===== src/design/delimiter_stream_splitter_macros.svh =====
// Assertion macros shared by the delimiter stream splitter modules.
// Each macro expects a clock named clk and a synchronous reset named rst in scope.
`ifndef DELIMITER_STREAM_SPLITTER_MACROS_SVH
`define DELIMITER_STREAM_SPLITTER_MACROS_SVH

// Property that must hold at every clock edge outside reset.
`define DSS_ASSERT(label, prop, msg) \
  label: assert property (@(posedge clk) disable iff (rst) (prop)) else $error(msg);

// Consequence that must hold in the cycle after the antecedent.
`define DSS_ASSERT_NEXT(label, ante, cons, msg) \
  label: assert property (@(posedge clk) disable iff (rst) (ante) |=> (cons)) else $error(msg);

`endif


===== src/design/dss_pkg.sv =====
// Shared types and constants for the delimiter stream splitter.
// No dependencies; used by every module of the block.
`timescale 1ns / 1ps

package dss_pkg;

  localparam int DELIM_MAX  = 8;
  // Longest delimiter the compare can use.
  localparam int LEN_CAP    = (DELIM_MAX < 8) ? DELIM_MAX : 8;
  // At most one result from the compare plus a full flush and its token end.
  localparam int RES_MAX    = LEN_CAP + 1;
  // Width for fill levels, lengths and result counts (up to LEN_CAP + 1).
  localparam int CNT_W      = $clog2(LEN_CAP + 2);

  localparam int BYTE_W     = 8;
  localparam int DELIM_W    = 64;
  localparam int LEN_REG_W  = 4;
  localparam int CFG_IDX_W  = 2;

  localparam logic [CFG_IDX_W-1:0] REG_DELIM_BYTES  = CFG_IDX_W'(0);
  localparam logic [CFG_IDX_W-1:0] REG_DELIM_LENGTH = CFG_IDX_W'(1);

  typedef struct packed {
    logic [BYTE_W-1:0] token_byte;
    logic              byte_valid;
    logic              token_end;
  } result_t;

  // All results caused by one input item, in delivery order from entry 0.
  typedef struct packed {
    result_t [RES_MAX-1:0] entries;
    logic [CNT_W-1:0]      count;
  } job_t;

endpackage


===== src/design/dss_window.sv =====
// Input register, match window and delimiter compare of the splitter.
// Depends on dss_pkg; hands a finished job of results to dss_result_queue.
`timescale 1ns / 1ps
`include "delimiter_stream_splitter_macros.svh"

module dss_window import dss_pkg::*; (
  input  logic                 clk,
  input  logic                 rst,
  input  logic                 in_valid_s,
  output logic                 in_ready_s,
  input  logic [BYTE_W-1:0]    in_byte,
  input  logic                 in_last,
  input  logic [DELIM_W-1:0]   delim_bytes,
  input  logic [LEN_REG_W-1:0] delim_length,
  output logic                 job_valid,
  input  logic                 job_take,
  output job_t                 job
);

  logic              in_valid;
  logic [BYTE_W-1:0] in_reg_byte;
  logic              in_reg_last;

  logic [BYTE_W-1:0] window [LEN_CAP];
  logic [CNT_W-1:0]  fill;

  logic [BYTE_W-1:0] win_wr  [LEN_CAP];
  logic [BYTE_W-1:0] win_ext [RES_MAX+1];
  logic [BYTE_W-1:0] window_next [LEN_CAP];
  logic [CNT_W-1:0]  fill_next;
  logic [CNT_W-1:0]  eff_len;
  logic [CNT_W-1:0]  new_fill;
  logic              full;
  logic              eq;
  logic              flush;

  assign in_ready_s = !in_valid || job_take;
  assign job_valid  = in_valid;

  always_ff @(posedge clk) begin
    if (rst) begin
      in_valid <= 1'b0;
    end else if (in_ready_s) begin
      in_valid <= in_valid_s;
    end
    if (in_ready_s && in_valid_s) begin
      in_reg_byte <= in_byte;
      in_reg_last <= in_last;
    end
  end

  // Zero length acts as one; lengths beyond the window are clipped.
  always_comb begin
    if (delim_length == LEN_REG_W'(0)) begin
      eff_len = CNT_W'(1);
    end else if (delim_length > LEN_REG_W'(LEN_CAP)) begin
      eff_len = CNT_W'(LEN_CAP);
    end else begin
      eff_len = CNT_W'(delim_length);
    end
  end

  always_comb begin
    int jm;
    new_fill = fill + CNT_W'(1);
    full     = (new_fill == eff_len);

    for (int i = 0; i < LEN_CAP; i++) begin
      win_wr[i] = (fill == CNT_W'(i)) ? in_reg_byte : window[i];
    end

    eq = 1'b1;
    for (int i = 0; i < LEN_CAP; i++) begin
      if ((CNT_W'(i) < eff_len) && (win_wr[i] != delim_bytes[BYTE_W*i +: BYTE_W])) begin
        eq = 1'b0;
      end
    end

    // On a mismatch the oldest byte leaves and the rest move down one place.
    for (int i = 0; i < RES_MAX + 1; i++) begin
      win_ext[i] = '0;
    end
    for (int i = 0; i < LEN_CAP; i++) begin
      if (full && !eq) begin
        win_ext[i] = (i + 1 < LEN_CAP) ? win_wr[(i + 1) % LEN_CAP] : win_wr[i];
      end else begin
        win_ext[i] = win_wr[i];
      end
    end
    for (int i = 0; i < LEN_CAP; i++) begin
      window_next[i] = win_ext[i];
    end

    if (full) begin
      fill_next = eq ? '0 : eff_len - CNT_W'(1);
    end else begin
      fill_next = new_fill;
    end

    // The last byte flushes what stays in the window unless it closed a match.
    flush = in_reg_last && !(full && eq);

    job.count = (full ? CNT_W'(1) : CNT_W'(0)) +
                (flush ? fill_next + CNT_W'(1) : CNT_W'(0));

    for (int j = 0; j < RES_MAX; j++) begin
      jm = full ? ((j == 0) ? 0 : j - 1) : j;
      if (full && (j == 0)) begin
        job.entries[j].token_byte = eq ? '0 : win_wr[0];
        job.entries[j].byte_valid = !eq;
        job.entries[j].token_end  = eq;
      end else if (CNT_W'(jm) < fill_next) begin
        job.entries[j].token_byte = win_ext[jm];
        job.entries[j].byte_valid = 1'b1;
        job.entries[j].token_end  = 1'b0;
      end else begin
        job.entries[j].token_byte = '0;
        job.entries[j].byte_valid = 1'b0;
        job.entries[j].token_end  = 1'b1;
      end
    end
  end

  always_ff @(posedge clk) begin
    if (rst) begin
      fill <= '0;
    end else if (job_take) begin
      fill <= in_reg_last ? '0 : fill_next;
    end
    if (job_take) begin
      window <= window_next;
    end
  end

  `DSS_ASSERT_NEXT(a_last_clears_fill, job_take && in_reg_last, fill == '0, "fill not cleared after last byte")

endmodule


===== src/design/dss_result_queue.sv =====
// Result queue that delivers the results of one item, one per cycle while m_tready is high.
// Depends on dss_pkg; fed by dss_window, drives the master-side stream.
`timescale 1ns / 1ps
`include "delimiter_stream_splitter_macros.svh"

module dss_result_queue import dss_pkg::*; (
  input  logic              clk,
  input  logic              rst,
  input  logic              job_valid,
  output logic              job_take,
  input  job_t              job,
  output logic              m_tvalid,
  input  logic              m_tready,
  output logic [BYTE_W-1:0] m_tdata,   // token_byte
  output logic              m_tlast,   // token_end
  output logic [1:0]        m_tuser    // bit 0: byte_valid, bit 1: last_result
);

  result_t          queue [RES_MAX];
  logic [CNT_W-1:0] count;
  logic             pop;
  logic             can_load;

  assign m_tvalid = (count != '0);
  assign pop      = m_tvalid && m_tready;
  assign can_load = (count == '0) || ((count == CNT_W'(1)) && pop);
  assign job_take = job_valid && can_load;

  assign m_tdata  = queue[0].token_byte;
  assign m_tlast  = queue[0].token_end;
  assign m_tuser  = {count == CNT_W'(1), queue[0].byte_valid};

  always_ff @(posedge clk) begin
    if (rst) begin
      count <= '0;
    end else if (job_take) begin
      count <= job.count;
    end else if (pop) begin
      count <= count - CNT_W'(1);
    end
    if (job_take) begin
      for (int i = 0; i < RES_MAX; i++) begin
        queue[i] <= job.entries[i];
      end
    end else if (pop) begin
      for (int i = 0; i < RES_MAX - 1; i++) begin
        queue[i] <= queue[i + 1];
      end
    end
  end

  `DSS_ASSERT(a_count_bound, count <= CNT_W'(RES_MAX), "result count beyond queue depth")
  `DSS_ASSERT_NEXT(a_pop_decrements, pop && !job_take, count == $past(count) - CNT_W'(1), "queue count did not step down")
  `DSS_ASSERT(a_end_has_no_byte, !(m_tvalid && m_tlast && m_tuser[0]), "token end carries a byte")

endmodule


===== src/design/delimiter_stream_splitter.sv =====
// Top level of the delimiter stream splitter: configuration registers and busy flag.
// Depends on dss_pkg, dss_window and dss_result_queue.
`timescale 1ns / 1ps

// Usage:
// The slave-side stream takes one string byte per item in s_tdata, with s_tlast
// set on the final byte of the string. The master-side stream returns results:
// m_tdata is a token byte, m_tuser[0] says that the byte is valid, m_tlast marks
// a token end (which carries no byte), and m_tuser[1] flags the final result
// caused by one input item.
// The delimiter (bytes and length) is written over the cfg port while no string
// is in progress; writes during a string are dropped, and cfg_ready is always high.
// An accepted byte passes the input register, then the result queue. One input item
// is taken per cycle while it causes at most one result and the receiver accepts;
// the last byte of a string can cause up to the delimiter length plus one results,
// which leave the queue one per cycle when accepted, while the input side waits.
// When the receiver stalls, the result queue holds its head item, and s_tready
// drops once the input register is also occupied.
// Reset empties the window and the queue, clears the busy flag and sets a
// one-byte delimiter of value zero.
module delimiter_stream_splitter import dss_pkg::*; (
  input  logic                 clk,
  input  logic                 rst,
  input  logic                 s_tvalid,
  output logic                 s_tready,
  input  logic [BYTE_W-1:0]    s_tdata,    // data_byte
  input  logic                 s_tlast,    // last_byte
  output logic                 m_tvalid,
  input  logic                 m_tready,
  output logic [BYTE_W-1:0]    m_tdata,    // token_byte
  output logic                 m_tlast,    // token_end
  output logic [1:0]           m_tuser,    // bit 0: byte_valid, bit 1: last_result
  input  logic                 cfg_valid,
  output logic                 cfg_ready,
  input  logic [CFG_IDX_W-1:0] cfg_index,
  input  logic [DELIM_W-1:0]   cfg_data
);

  logic [DELIM_W-1:0]   delim_bytes;
  logic [LEN_REG_W-1:0] delim_length;
  logic                 busy;
  logic                 job_valid;
  logic                 job_take;
  job_t                 job;

  assign cfg_ready = 1'b1;

  // A string counts as in progress from its first accepted byte until its last.
  always_ff @(posedge clk) begin
    if (rst) begin
      busy <= 1'b0;
    end else if (s_tvalid && s_tready) begin
      busy <= !s_tlast;
    end
  end

  // Register writes only land between strings; unknown indexes are ignored.
  always_ff @(posedge clk) begin
    if (rst) begin
      delim_bytes  <= '0;
      delim_length <= LEN_REG_W'(1);
    end else if (cfg_valid && cfg_ready && !busy) begin
      unique case (cfg_index)
        REG_DELIM_BYTES:  delim_bytes  <= cfg_data;
        REG_DELIM_LENGTH: delim_length <= cfg_data[LEN_REG_W-1:0];
        default: ;
      endcase
    end
  end

  dss_window u_window (
    .clk          (clk),
    .rst          (rst),
    .in_valid_s   (s_tvalid),
    .in_ready_s   (s_tready),
    .in_byte      (s_tdata),
    .in_last      (s_tlast),
    .delim_bytes  (delim_bytes),
    .delim_length (delim_length),
    .job_valid    (job_valid),
    .job_take     (job_take),
    .job          (job)
  );

  dss_result_queue u_queue (
    .clk       (clk),
    .rst       (rst),
    .job_valid (job_valid),
    .job_take  (job_take),
    .job       (job),
    .m_tvalid  (m_tvalid),
    .m_tready  (m_tready),
    .m_tdata   (m_tdata),
    .m_tlast   (m_tlast),
    .m_tuser   (m_tuser)
  );

endmodule

===== config.mk =====
export PLATFORM = sky130hd
export DESIGN_NAME = delimiter_stream_splitter
export DESIGN_NICKNAME = d
export VERILOG_FILES = /design/src/design/dss_pkg.sv /design/src/design/dss_window.sv /design/src/design/dss_result_queue.sv /design/src/design/delimiter_stream_splitter.sv
export VERILOG_INCLUDE_DIRS = /design/src /design/src/design
export SDC_FILE = /design/constraint.sdc
export NUM_CORES = 1
export LEC_CHECK = 0
export BUFFER_PORTS_ARGS = -buffer_cell sky130_fd_sc_hd__buf_4
export CORE_UTILIZATION = 50
export CTS_CLUSTER_DIAMETER = 100
export DETAILED_ROUTE_END_ITERATION = 7
export PLACE_DENSITY_LB_ADDON = 0.12
export SETUP_SLACK_MARGIN = 0.4
export SYNTH_ARGS = -nofsm -noshare
export SYNTH_HDL_FRONTEND = slang
export SYNTH_HIERARCHICAL = 1
export SYNTH_SLANG_ARGS = --single-unit

===== constraint.sdc =====
create_clock -name clk -period 6.2 [get_ports clk]
set_input_delay 0.62 -clock clk [delete_from_list [all_inputs] [get_ports clk]]
set_output_delay 0.62 -clock clk [all_outputs]
set_load 0.01 [all_outputs]

==> Word level (Yosys, flattened, before mapping) <==
Memories as Yosys holds them, arrays and structs flattened.
Index checks and enable logic that the tools add are counted.
{ "word_totals": {"ff_bits": 151, "ramBits": 90, "output_inout_bits": 14, "word_cells": 201, "mem_count": 1} }
{ "op_classes": {"n_addsub": 5, "order_cmp": 26, "eq_ne": 18, "muxes": 88, "bitwise_logic": 16, "reduce_logical": 31} }
{ "memory_table": {"columns": ["memory", "depth", "width", "read_ports", "rd_ports_with_merged_regs", "wr", "line_no", "source"], "rows": [
  ["u_queue.queue", 9, 10, 9, 0, 9, "dss_result_queue.sv:19", "result_t queue [RES_MAX];"]
]} }
{ "ops": {"columns": ["operator", "n"], "rows": [
  ["$bmux 8 s4", 8],
  ["$ge 32x5->1 const B", 8],
  ["$mux 8", 32],
  ["$not 32->32", 8],
  ["$mux 10", 18],
  ["$ne 8x8->1", 8],
  ["$mux 4", 9],
  ["$lt 4x4->1", 8],
  ["$mux 1", 18],
  ["$eq 4x3->1 const B", 4],
  ["$logic_and 1x1->1", 16],
  ["$lt 3x4->1 const A", 4],
  ["$logic_not 4->1", 3],
  ["$lt 1x4->1 const A", 3],
  ["$add 4x1->4 const B", 2],
  ["$eq 4x1->1 const B", 2],
  ["$eq 4x2->1 const B", 2],
  ["$lt 2x4->1 const A", 2],
  ["$or 1x1->1", 8],
  ["$sub 4x1->4 const B", 2],
  ["$logic_not 1->1", 5],
  ["$add 4x4->4", 1],
  ["$eq 4x4->1", 1],
  ["$gt 4x4->1 const B", 1],
  ["8 further kinds", 11]
]} }

==> Logic depth before layout (Yosys ltp) <==
{ "depth": {"word_depth": 21, "ltp_mapped": 22} }

==> By module <==
The synthesis kept the hierarchy.
{ "by_module_without_submodules": {"columns": ["mod", "n_inst", "cells_per_inst", "area_each_um2", "seq_area_each_um2"], "rows": [
  ["dss_window", 1, 859, 7293.2, 2292.2],
  ["dss_result_queue", 1, 216, 4013.8, 2782.7],
  ["delimiter_stream_splitter", 1, 298, 3146.8, 1381.3]
]} }

==> Least setup slack after synthesis <==
Ideal clock, no wire load.
{ "synth_timing": {"path_kind": "register to register", "from": "register u_window.fill[0]", "to": "memory u_queue/queue[4][3] (netlist bit), data pin", "setup_time_ns": 0.260, "arrival_ns": 4.310, "required_time_ns": 5.940, "slack_ns": 1.630, "path_stages_with_launch": 20, "synth_period_minus_slack_ns": 4.570, "cell_sequence": "dfxtp_1 inv_1 ha_1 or3b_1 buf_4 nor2_2 a21oi_2 a2111o_1 or4_4 o32a_1 nor3_4 nor2b_2 inv_2 ha_1 a21oi_1 nor2_1 a221o_1 nand2_1 o22ai_1 mux2_2"} }
{ "synth_lines": {"columns": ["element", "line_no", "source"], "rows": [
  ["from (decl)", "dss_window.sv:25", "logic [CNT_W-1:0] fill;"],
  ["from (signal assigned)", "dss_window.sv:128", "fill <= in_reg_last ? '0 : fill_next;"],
  ["to (decl)", "dss_result_queue.sv:19", null]
]} }

==> impl_metrics.py <==
metrics = {
    "global_route": {
        "gr-max-usage-layer": "met2",
        "grt_overflow": 0,
        "antenna_found_initial": 0,
        "met2_usage_pct": 51.53,
        "grt_pass1_vias": 10910,
        "track_usage_pct": 28.90,
        "met3_usage_pct": 4.143,
        "grt_first_pass_wirelength_um": 63880,
        "use_met1_pct": 35.05,
        "grt_max_degree": 139,
    },
    "floorplan": {
        "start_util_pct": 51.46,
        "fp.dieW_um": 172.0,
        "ios": 94,
        "core-area_mm2": 0.02809,
        "rows": 61,
        "dieArea_mm2": 0.02959,
        "fp.dieH_um": 172.0,
    },
    "detailed_routing": {
        "wl_per_cell_um": 22.97,
        "drtIter0Drc": 1025,
        "drc_errors": 0,
        "routed_wl_um": 42470,
        "drtAntennaViolNets": 0,
        "dr.pass1.iters": 5,
        "vias": 11090,
        "vias_per_cell": 5.999,
    },
    "clock_tree": {
        "clock_latency_ns": 0.55,
        "cts_made_buffers": 28,
        "cts.sinks": 241,
        "clock-root-buffer": "clkbuf_16",
        "cts_tree": "yes",
        "clockBufferDepth": 3,
        "clk_pin_slew_worst_paths_ns": 0.06,
        "htree_levels": 1,
    },
    "critical_path": {
        "r2r-end": "u_queue/queue[6][8]",
        "setup.worst_path.class": "reg -> reg",
        "cp.required_ns": 6.60,
        "r2r_cells": 19,
        "crit_path_start_kind": "register",
        "rr_startpoint": "u_window/fill[0]",
        "cp_max_fo": 11,
        "endpoint_kind": "register",
        "cp_data_arrival_time_ns": 5.99,
        "reg2reg_setup_slack_ns": 0.61,
    },
    "yosys": {
        "yosysUniqueCellTypes": 90,
        "synth_nets": 1470,
        "yosys.area.top_type": "edfxtp_1",
        "synth-edff-count": 163,
        "synth_seq_cells": 241,
        "synth-seq-area-share_pct": 44.67,
        "ys.flop_type": "edfxtp_1",
        "yosysTopAreaCellShare_pct": 33.86,
        "syn_inst": 1373,
        "netlist_area_mm2": 0.01445,
        "synth.area.top_cells": "edfxtp_1 34%, dfxtp_1 11%, mux2i_1 8.4%",
        "synthArstFlopShare_pct": 0,
        "yosysWarnings": 6,
        "syn_avg_cell_area_um2": 10.53,
    },
    "cells_and_area": {
        "design_area_mm2": 0.01628,
        "ff_latch_area_mm2": 0.006456,
        "fin_util_pct": 57.97,
        "antennaDiodeCount": 0,
        "nets": 1546,
        "multi_input_area_mm2": 0.007153,
        "mostFrequentLayoutCells": "163 x edfxtp_1, 142 x nand2b_1, 122 x mux2i_1",
        "area_delta_synth_final_pct": 12.64,
        "fill_cells": 2525,
        "final_common_cell": "edfxtp_1",
        "drive_gt1_share_pct": 19.37,
        "final_cells": 1849,
    },
    "hold_path": {
        "whs_endpoint": "u_window/in_reg_byte[3]",
        "hp-class": "in -> reg",
        "whs_path_depth": 1,
        "hp-start": "s_tdata[3]",
    },
    "sta": {
        "tns_ns": 0,
        "grt_setup_unrepaired": "false",
        "period_needed_ns": 5.589,
        "finalHoldViolations": 0,
        "slew_violations": 0,
        "fin_skew_ns": 0.02242,
        "relSlewSlack_pct": 26.59,
        "whs_ns": 0.2545,
        "max_freq_mhz": 178.9,
        "finalCritPeriodShare_pct": 90.14,
        "report.final.setup_viol": 0,
        "worst_pin_slew_ns": 1.101,
    },
    "outcome": {
        "status": "complete, no violations",
    },
    "power_and_ir_drop": {
        "leakage_nw": 6.282,
        "vdd_ir_drop_max_v": 0.0002777,
        "power_density_mw_per_mm2": 393.6,
    },
    "placement": {
        "place_congestion": 0.9203,
        "port_buffers": 92,
        "place_area_mm2": 0.01532,
        "placed_cells": 1797,
        "hpwl_um": 30190,
    },
    "run": {
        "cap_violations": 0,
    },
}
[critical path, cell delays in order, from the launching register on]
cell       delay [ns]
dfxtp_1          0.34
inv_1            0.22
ha_1             0.29
nor3b_1          0.41
buf_4            0.29
mux2i_1          0.45
o2bb2ai_1        0.14
a2111oi_1        0.54
buf_4            0.22
a32o_1           0.26
nand4_1          0.20
nor3_4           0.27
nor2b_2          0.10
inv_2            0.10
ha_1             0.25
a21oi_1          0.28
nor2b_1          0.40
nand2_1          0.11
o32ai_1          0.35
mux2_2           0.23
[per-stage QoR]
step                      total power, mW  setup WS (ns)
final                               6.407         0.6112
after global routing                6.689         0.4079
after global placement              4.688         0.8814
after CTS                           6.412         0.7289
after detailed placement            4.713         0.7530
after floorplan                     4.077          1.630
[per-layer routing]
layer / up-vias / wire [µm]
li1: 5136 / -
met1: 5395 / 16930
met2: 451 / 20940
met3: 110 / 2835
met4: 0 / 1775
met5: - / 0
[how the worst max path moves through the flow]
stage	to	startpoint	depth (start not counted)	slack [ns]
CTS	u_queue/count[3]	u_window/fill[0]	21	0.73
global placement	u_queue/count[3]	u_window/fill[0]	21	0.88
global route	u_queue/queue[6][8]	u_window/fill[0]	19	0.41
detailed placement	u_queue/count[3]	u_window/fill[0]	21	0.75
floorplan	u_queue/queue[4][3]	u_window/fill[0]	19	1.63
finish	u_queue/queue[6][8]	u_window/fill[0]	19	0.61
[cells in the mapped netlist (6+ instances only)]
cell and number:
a211oi_1 19, a21oi_1 34, a22oi_1 7, and2_1 8, and3_1 6, buf_12 7, buf_2 14, buf_6 11
clkbuf_1 36, dfxtp_1 78, edfxtp_1 163, ha_1 17, inv_1 88, mux2_1 8, mux2_2 76, mux2i_1 122
nand2_1 64, nand2b_1 142, nand3_1 17, nor2_1 106, nor2b_1 9, nor3_1 16, nor4_1 8, o21ai_0 18
o221ai_1 25, o22ai_1 60, o32a_1 7, or2_2 10, or3_1 16, xnor2_1 35, xor2_1 35
[timing repair]
action,in CTS,in global routing
endpoints found under the setup margin,0,8
gates resized for setup,0,2
buffers inserted,0,0
hold buffers,0,0
[cell type report]
cell class,count,area share [%]
Sequential cell,241,39.66
Multi-Input combinational cell,967,43.94
Timing Repair Buffer,121,5.579
Clock buffer,37,5.042
Clock inverter,15,0.8069
Inverter,90,2.075
Tap cell,378,2.905
[report_power, final]
group          internal, mW  leakage, nW  switching [mW]
logic                 0.829         3.62            1.19
clock network          1.01        0.474           0.680
registers              2.40         2.19           0.301
[cells by family after synthesis]
family	synth area share, %
AND/OR/NAND/NOR	16.34
other	0.02594
XOR/XNOR	4.242
AO/OA/AOI/OAI	12.35
flip-flops	44.67
adder cells (fa/ha/maj)	1.472
multiplexers	14.99
buffers and inverters	5.904
[registers in the layout, summed over array words and instances (netlist names)]
register / cells
u_queue/queue: 90
delim_bytes: 64
u_window/window: 64
u_window/in_reg_byte: 8
delim_length: 4
u_queue/count: 4
u_window/fill: 4
busy: 1
u_window/in_reg_last: 1
u_window/job_valid: 1
No activity file was read; power rests on OpenSTA's default activity.
